## src/rtl/ukvt_ram.sv

```systemverilog
// generic single-write, single-read ram with registered read data
module ukvt_ram #(
  parameter int WIDTH = 8,
  parameter int DEPTH = 16
) (
  input  logic                     clk,
  input  logic                     we,
  input  logic [$clog2(DEPTH)-1:0] waddr,
  input  logic [WIDTH-1:0]         wdata,
  input  logic [$clog2(DEPTH)-1:0] raddr,
  output logic [WIDTH-1:0]         rdata
);

  logic [WIDTH-1:0] mem [DEPTH];

  always_ff @(posedge clk) begin
    if (we) begin
      mem[waddr] <= wdata;
    end
    rdata <= mem[raddr];
  end

endmodule

```

## config.mk

```make
export PLATFORM = sky130hd
export DESIGN_NAME = ukvt_ram
export DESIGN_NICKNAME = d
export VERILOG_FILES = /design/src/rtl/ukvt_ram.sv
export SDC_FILE = /design/constraint.sdc
export NUM_CORES = 1
export LEC_CHECK = 0
export BUFFER_PORTS_ARGS = -buffer_cell sky130_fd_sc_hd__buf_2
export CAP_MARGIN = 20
export CORE_ASPECT_RATIO = 0.6
export CORE_MARGIN = 2
export CORE_UTILIZATION = 50
export CTS_BUF_LIST = sky130_fd_sc_hd__clkbuf_4 sky130_fd_sc_hd__clkbuf_8
export CTS_CLUSTER_SIZE = 28
export DETAILED_ROUTE_END_ITERATION = 12
export GPL_TIMING_DRIVEN = 0
export PLACE_DENSITY_LB_ADDON = 0.25
export SYNTH_ARGS = -nofsm -noshare
export SYNTH_HDL_FRONTEND = slang
export SYNTH_SLANG_ARGS = --single-unit
```

## constraint.sdc

```tcl
create_clock -name clk -period 1.8 [get_ports clk]
set_input_delay 0.09 -clock clk [delete_from_list [all_inputs] [get_ports clk]]
set_output_delay 0.09 -clock clk [all_outputs]
set_load 0.02 [all_outputs]
```

=== After elaboration in Yosys (flattened, before gate mapping) ===
Memory sizes are Yosys's and may differ from the RTL's. A register that Yosys moved wholly into a read port is not among the register bits.
Cells that the tools add are included.

* Add/subtract/negate cells: 0
* Multipliers: 0
* Divide/modulo/power cells: 0
* $lt $le $gt $ge: 0
* Equality and inequality tests: 0
* Shifts and indexed selects: 0
* Muxes and demuxes: 2
* Bitwise logic cells: 0
* Reductions and logical operators: 0

{| class="wikitable"
|+ Operators with widths
! cell !! count
|-
| 2-to-1 mux 1 bit || 2
|}

* Flip-flop bits (word level): 0
* Bits in latches: 0
* Bits in writable memories: 128
* Bits in read-only memories: 0
* Output and inout port bits: 8
* Memories kept: 1

{| class="wikitable"
|+ Memories
! memory !! depth !! width !! rd ports !! clocked after memory_dff !! write ports !! line !! text
|-
| mem || 16 || 8 || 1 || 1 || 1 || 14 || <nowiki>logic [WIDTH-1:0] mem [DEPTH];</nowiki>
|}

=== Depth between registers and ports, before layout ===
Gate-level depths: netlist of run 1.

* Depth after elaboration: 2
* Gate-level depth with buffers: 5
* Mapped depth without buffers: 3

=== Worst setup path after synthesis of run 1 ===
No wires, ideal clock.

* Path kind: input -> register
* From: in waddr[2]
* To: mem mem[0][0] (enable)
* Setup time: 0.383 ns
* Arrival time: 1.200 ns
* Required time: 1.417 ns
* Setup slack: 0.217 ns
* Stages on the path: 2
* Path through: or3b_2 > nor3_1

{| class="wikitable"
|+ RTL lines
! item !! line !! text
|-
| start, declared || 8 || <nowiki>input logic [$clog2(DEPTH)-1:0] waddr,</nowiki>
|-
| end, declared || 14 ||
|}

Straight into the memory's write port.

==> qor.txt, run 1 <==
===========================================================================
Maximum number of pins on one net before global-route repair .           17
Largest fanout on the critical path ..........................            1
Clock Tree Buf Depth .........................................            2
Filler cell count ............................................          746
Status ....................................................... finished clean
CTS hold repair buffers ......................................            0
Detailed placer's ending HPWL ................................      6627 um
H-tree levels ................................................            4
Arrival time of data at the critical path endpoint ...........      1690 ps
Hold path cells ..............................................            1
Share of the cycle needed by the critical path after routing .       77.35%
Top cells by area, synth ..................................... edfxtp_1 75%, mux4_2 7.9%, mux4_1 7.1%, dfxtp_1 3.1%, a22oi_1 2.3%
Cts bufs inserted ............................................           17
Register bit total from synthesis ............................          136
Number of top-level design ports .............................           26
WL per Instance ..............................................     23.81 um
Proportion of synthesized chip area in sequential cells ......       77.78%
Synthesized instance count ...................................          229
Row Count ....................................................           28
Initial antenna violation count ..............................            0
Unrepaired setup endpoints after global routing ..............           no
Drt drc ......................................................            0
Static Leak ..................................................     1.953 nW
Root buffer cell .............................................     clkbuf_8
First-pass GRT wire length ...................................     15040 um
Num Clock Sinks ..............................................          136
Final hold violation count ...................................            0
Tightest Hold Check Type ..................................... input pin to flip-flop
Count of max-cap constraint violations .......................            0
Final Routed Wirelength ......................................     10070 um
Maximum vdd ir drop ..........................................    0.5653 mV
Net count reported at finish .................................          294
Data required time at the worst endpoint .....................      2100 ps
Total vias in the final route ................................         2429
Final Critical Period ........................................      1392 ps
Port bufs ....................................................           24
Critical Path, Cell by Cell .................................. mux4_1, a22oi_1, nand2_1
Highest cell delay on the worst timing path ..................       520 ps
Actual transition at the worst max-transition pin ............     856.8 ps
Slowest library cell on the worst path .......................       mux4_1
Final setup violating endpoints ..............................            0
Die height ...................................................     82.60 um
Worst relative slew slack ....................................       42.67%
Clock tree skew after final layout ...........................     6.612 ps
Worst-skew pair later-pin latency ............................       430 ps
Worst hold slack across all endpoints ........................     62.18 ps
Number of buffers inserted to repair setup after CTS .........            0
Cell variety after synth .....................................           19
Global-route congestion overflow total .......................            0
Reg2reg path depth ...........................................            3
Vias per cell ................................................        5.742
Total GRT Usage ..............................................       20.08%
Type of element capturing the critical path ..................    flip-flop
Total count of max-transition violations in the final report .            0
First-pass iteration count of the detailed router ............            5
Floorplan Core Area .......................................... 0.009950 mm2
Peak Freq ....................................................   0.7182 GHz
Avg Synthesized Cell Area ....................................    22.48 um2
Post_cts resized .............................................            0
Layout overhead on the synthesized area ......................       13.66%
Share of the synthesized area in the top cell type ...........       74.67%
Via count of the first global-routing pass ...................         2444
Category of the worst setup path launch point ................    flip-flop
Number of warnings reported in the yosys synthesis log .......            0
Detailed router's first-iteration violation count ............          275
Horizontal extent of the die .................................     135.0 um
Total die area ...............................................  0.01115 mm2
Layout cells sized above 1 ...................................       29.86%
Final antenna-violating net count ............................            0
Ant diodes ...................................................            0
Area leader, netlist .........................................     edfxtp_1
Clock transition at the registers of the reported paths ......        70 ps
Post-route non-filler standard cell count ....................          423
Cell total after placement ...................................          392
Pwr dens .....................................................  1095 mW/mm2
Syn Std Cell Area ............................................ 0.005147 mm2
Setup Crit Path Kind ......................................... flip-flop to flip-flop
Starting density of the core .................................       51.74%
Net Count, Synth .............................................          247
Final RePlAce weighted congestion ............................       0.7318
TritonCTS clock tree .........................................         done
===========================================================================
placed cells by master, fill, tap and decap left out:
master	synthesis	routed
and2b_1	1	1
nand3b_1	2	2
a22oi_1	16	16
buf_6	3	3
nand3_1	1	1
inv_6	0	1
clkbuf_8	0	17
bufinv_16	0	3
dfxtp_1	8	8
clkinv_4	0	1
clkdlybuf4s25_2	3	3
clkinv_1	0	2
nor3_1	4	4
nand2_1	9	9
edfxtp_1	128	128
clkinvlp_4	0	3
or3b_2	1	1
nor2b_1	1	1
clkinv_2	0	4
nor2_1	13	13
and2_1	1	1
mux4_1	14	14
nand2b_1	2	2
buf_2	3	30
buf_4	1	2
mux4_2	18	18
power breakdown:
group | total, W | switching [W] | leakage [nW] | internal, W
Combinational | 0.000370 | 0.000227 | 0.537 | 0.000142
Clock | 0.00249 | 0.00114 | 0.192 | 0.00135
Sequential | 0.00355 | 0.0000162 | 1.22 | 0.00354
Total | 0.00641 | 0.00138 | 1.95 | 0.00502
cells in the mapped netlist (all sizes together):
master and count:
edfxtp 128, clkdlybuf4s25 3, mux4 32, a22oi 16, dfxtp 8, buf 7, nand2b 2, or3b 1
and2 1, nor2b 1, and2b 1, nor2 13, nand3b 2, nand3 1, nor3 4, nand2 9
sequential cells by signal (all words and copies together) (netlist names):
name,flops
rdata,8
mem,128
worst max-delay path: cells and delay by family (launching register included):
kind               cells  cell delay [ps]
AOI/OAI and AO/OA      1              250
muxes                  1              520
DFF                    1              370
and+or+nand+nor        1              120
cells by family after synthesis:
logic type	share of synthesized area (%)
AOI/OAI and AO/OA	2.334
buffers and inverters	1.677
DFF	77.78
muxes	15.02
and+or+nand+nor	3.184
path summary, 6_finish.rpt:
kind,slack [ps],startpoint,to
max reg2reg,410,mem[8][1],rdata[1]
min,60,wdata[7],mem[0][7]
max,410,mem[8][1],rdata[1]
min reg2reg,700,mem[10][7],rdata[7]
layer usage:
layer | up-vias | wire [um] | GRT usage (%)
met5 | - | 0 | 0
met4 | 0 | 98 | 8.125
met3 | 14 | 750 | 4.579
met2 | 95 | 4489 | 28.68
met1 | 1254 | 4735 | 30.24
li1 | 1066 | - | -
layout make-up:
cell class                 instances  area, um2  share of cell area, %
tap                              135      168.9                  2.887
buffer                            10      86.33                  1.476
clock buffer                      17      234.0                  3.999
timing repair buffer              28      142.6                  2.438
sequential                       136       4004                  68.43
multi-input combinational         83       1057                  18.07
clock inverter                    14      157.7                  2.695
metrics by stage:
step           total power [W]  setup slack [ps]  setup TNS [ps]  util, %  area (um2)
3_3_place_gp          0.003983            -323.2           -3204    54.64        5436
3_5_place_dp          0.003994             10.60               0    54.87        5459
5_1_grt               0.006609             354.3               0    58.80        5851
4_1_cts               0.006439             385.8               0    58.80        5851
2_1_floorplan         0.003827             217.1               0        -        5147
6_report              0.006408             407.6               0    58.80        5851
Note: power is estimated with default switching activity, not from simulation.
==> inputs of run 2 (changes only) <==
Clock period 1.8 ns to 1.2 ns, I/O delays scaled along.
==> qor.txt, run 2 (same netlist as run 1, synthesis figures left out) <==
==================================================================================
Status .............................................................. finished, violations left
Violations in the final reports ..................................... negative setup slack
Worst hold slack across all endpoints ...............................     19.66 ps
Top library cells by usage in the layout, fill and taps aside ....... 128 x edfxtp_1, 31 x mux4_2, 28 x buf_2
Starting density of the core ........................................       51.74%
Highest cell delay on the worst timing path .........................       490 ps
Layout cells sized above 1 ..........................................       41.11%
Final Routed Wirelength .............................................     10330 um
Unrepaired setup endpoints after global routing .....................          yes
Final WS setup ......................................................    -82.57 ps
Net count reported at finish ........................................          292
Amount of wire on met2 after detailed routing .......................      4377 um
Horizontal extent of the die ........................................     135.0 um
Layout overhead on the synthesized area .............................       14.15%
Clock transition at the registers of the reported paths .............        70 ps
Combinational fraction of design power ..............................         6.4%
Via count of the first global-routing pass ..........................         2364
Cell total after placement ..........................................          389
Switching power share of the total ..................................       21.19%
Detailed placer's ending HPWL .......................................      6598 um
Register with the most flip-flops ...................................          mem
Clock Tree Buf Depth ................................................            2
Root buffer cell ....................................................     clkbuf_8
Global-route congestion overflow total ..............................            0
Final Critical Period ...............................................      1283 ps
Num Clock Sinks .....................................................          136
First-pass GRT wire length ..........................................     15190 um
Row Count ...........................................................           28
Maximum vdd ir drop .................................................     1.120 mV
Flip-flop count of the largest register, all copies and words added .          128
Detailed router's first-iteration violation count ...................          251
Total GRT Usage .....................................................       20.56%
First-pass iteration count of the detailed router ...................            4
Share of power burned in registers ..................................        57.0%
Data required time at the worst endpoint ............................      1520 ps
Port bufs ...........................................................           24
Static Leak .........................................................     1.908 nW
Count of max-cap constraint violations ..............................            0
Tightest Hold Check Type ............................................ input pin to flip-flop
Cell area after placement ........................................... 0.005464 mm2
Total vias in the final route .......................................         2437
Drt drc .............................................................            0
Post-route non-filler standard cell count ...........................          422
NetSw ...............................................................   0.001982 W
Initial antenna violation count .....................................            0
Floorplan Core Area ................................................. 0.009950 mm2
WL per Instance .....................................................     24.47 um
Category of the worst setup path launch point .......................    flip-flop
Worst-skew pair later-pin latency ...................................       430 ps
Total die area ......................................................  0.01115 mm2
Arrival time of data at the critical path endpoint ..................      1600 ps
H-tree levels .......................................................            4
Met3 WL .............................................................       948 um
Worst relative slew slack ...........................................       40.20%
Area taken by flip-flops and latches ................................ 0.004004 mm2
Top flop regs ....................................................... mem: 128 flops, rdata: 8 flops
Final antenna-violating net count ...................................            0
Vias per cell .......................................................        5.775
Share of the cycle needed by the critical path after routing ........       106.9%
Type of element capturing the critical path .........................    flip-flop
DRT met1 WL .........................................................      4958 um
Total count of max-transition violations in the final report ........            0
Multi-input logic area .............................................. 0.001107 mm2
Filler cell count ...................................................          751
Setup Crit Path Kind ................................................ flip-flop to flip-flop
Critical Path, Cell by Cell ......................................... mux4_2, a22oi_2, nand2_1
Slowest library cell on the worst path ..............................       mux4_2
Most common library cell in the layout ignoring fill and taps .......     edfxtp_1
Largest fanout on the critical path .................................            1
Fin area ............................................................ 0.005876 mm2
Ant diodes ..........................................................            0
TritonCTS clock tree ................................................         done
Cts bufs inserted ...................................................           17
Actual transition at the worst max-transition pin ...................     893.7 ps
Clock tree skew after final layout ..................................     14.39 ps
Final setup violating endpoints .....................................            8
Final RePlAce weighted congestion ...................................       0.7545
Maximum number of pins on one net before global-route repair ........           17
Die height ..........................................................     82.60 um
Dpl ws ..............................................................    -600.0 ps
Uppermost layer routed ..............................................         met4
Internal cell power .................................................   0.007373 W
Peak Freq ...........................................................   0.7797 GHz
Final hold violation count ..........................................            0
Clock power share ...................................................        36.5%
Pwr dens ............................................................  1592 mW/mm2
Number of top-level design ports ....................................           26
==================================================================================
run 2: cell count changes in the layout (fill, tap and decap cells not counted), moves of 4 or more:
cell,previous run,this run
a22oi_2,0,13
clkbuf_4,0,6
clkbuf_8,17,22
mux4_2,18,31
mux4_1,14,1
nor3_1,4,0
a22oi_1,16,3
run 2: per-layer routing:
layer / up-vias / track usage (%)
li1: 1051 / -
met1: 1277 / 32.33
met2: 103 / 27.16
met3: 6 / 6.838
met4: 0 / 6.250
met5: - / 0
run 2: worst max-delay path, delay by kind of cell, from the launching register on:
family          cells  cell delay (ps)
compound gates      1              210
flops               1              380
mux                 1              490
simple gates        1               90
run 2: power by group through the flow:
stage	Clock, W	Sequential (W)	Combinational (W)
after floorplan	0	0.00547	0.000274
after global placement	0	0.00543	0.000549
after detailed placement	0	0.00544	0.000559
after CTS	0.00349	0.00534	0.000595
after global routing	0.00368	0.00534	0.000642
final	0.00342	0.00534	0.000602
run 2: final cells by class:
type | count | share of cell area (%)
plain buffers | 10 | 1.597
clock buffers | 28 | 5.920
clock inverters | 4 | 0.3194
multi-input cells | 83 | 18.85
flip-flops and latches | 136 | 68.14
well taps | 135 | 2.875
repair buffers | 26 | 2.300
run 2: what timing repair did:
item	in CTS	in global routing
endpoints found under the setup margin	40	43
buffers inserted	0	0
hold buffers	1	0
hold endpoints to repair	1	0
gates resized for setup	20	11
pin swaps	3	7
cloned	0	0
run 2: final timing paths:
| path | from | end | slack, ps | cells after the start |
|---|---|---|---|---|
| max reg2reg | mem[3][0] | rdata[0] | -80 | 3 |
| min reg2reg | mem[8][1] | rdata[1] | 700 | 3 |
| min | wdata[6] | mem[7][6] | 20 | 1 |
| max | mem[3][0] | rdata[0] | -80 | 3 |
run 2: metrics by stage:
step	power, W	setup TNS [ps]	util, %
6_report	0.009354	-450.3	59.05
5_1_grt	0.009664	-822.5	59.05
4_1_cts	0.009417	-3420	58.92
3_5_place_dp	0.005998	-43960	54.92
3_3_place_gp	0.005981	-44870	54.87
2_1_floorplan	0.005745	-3903	-
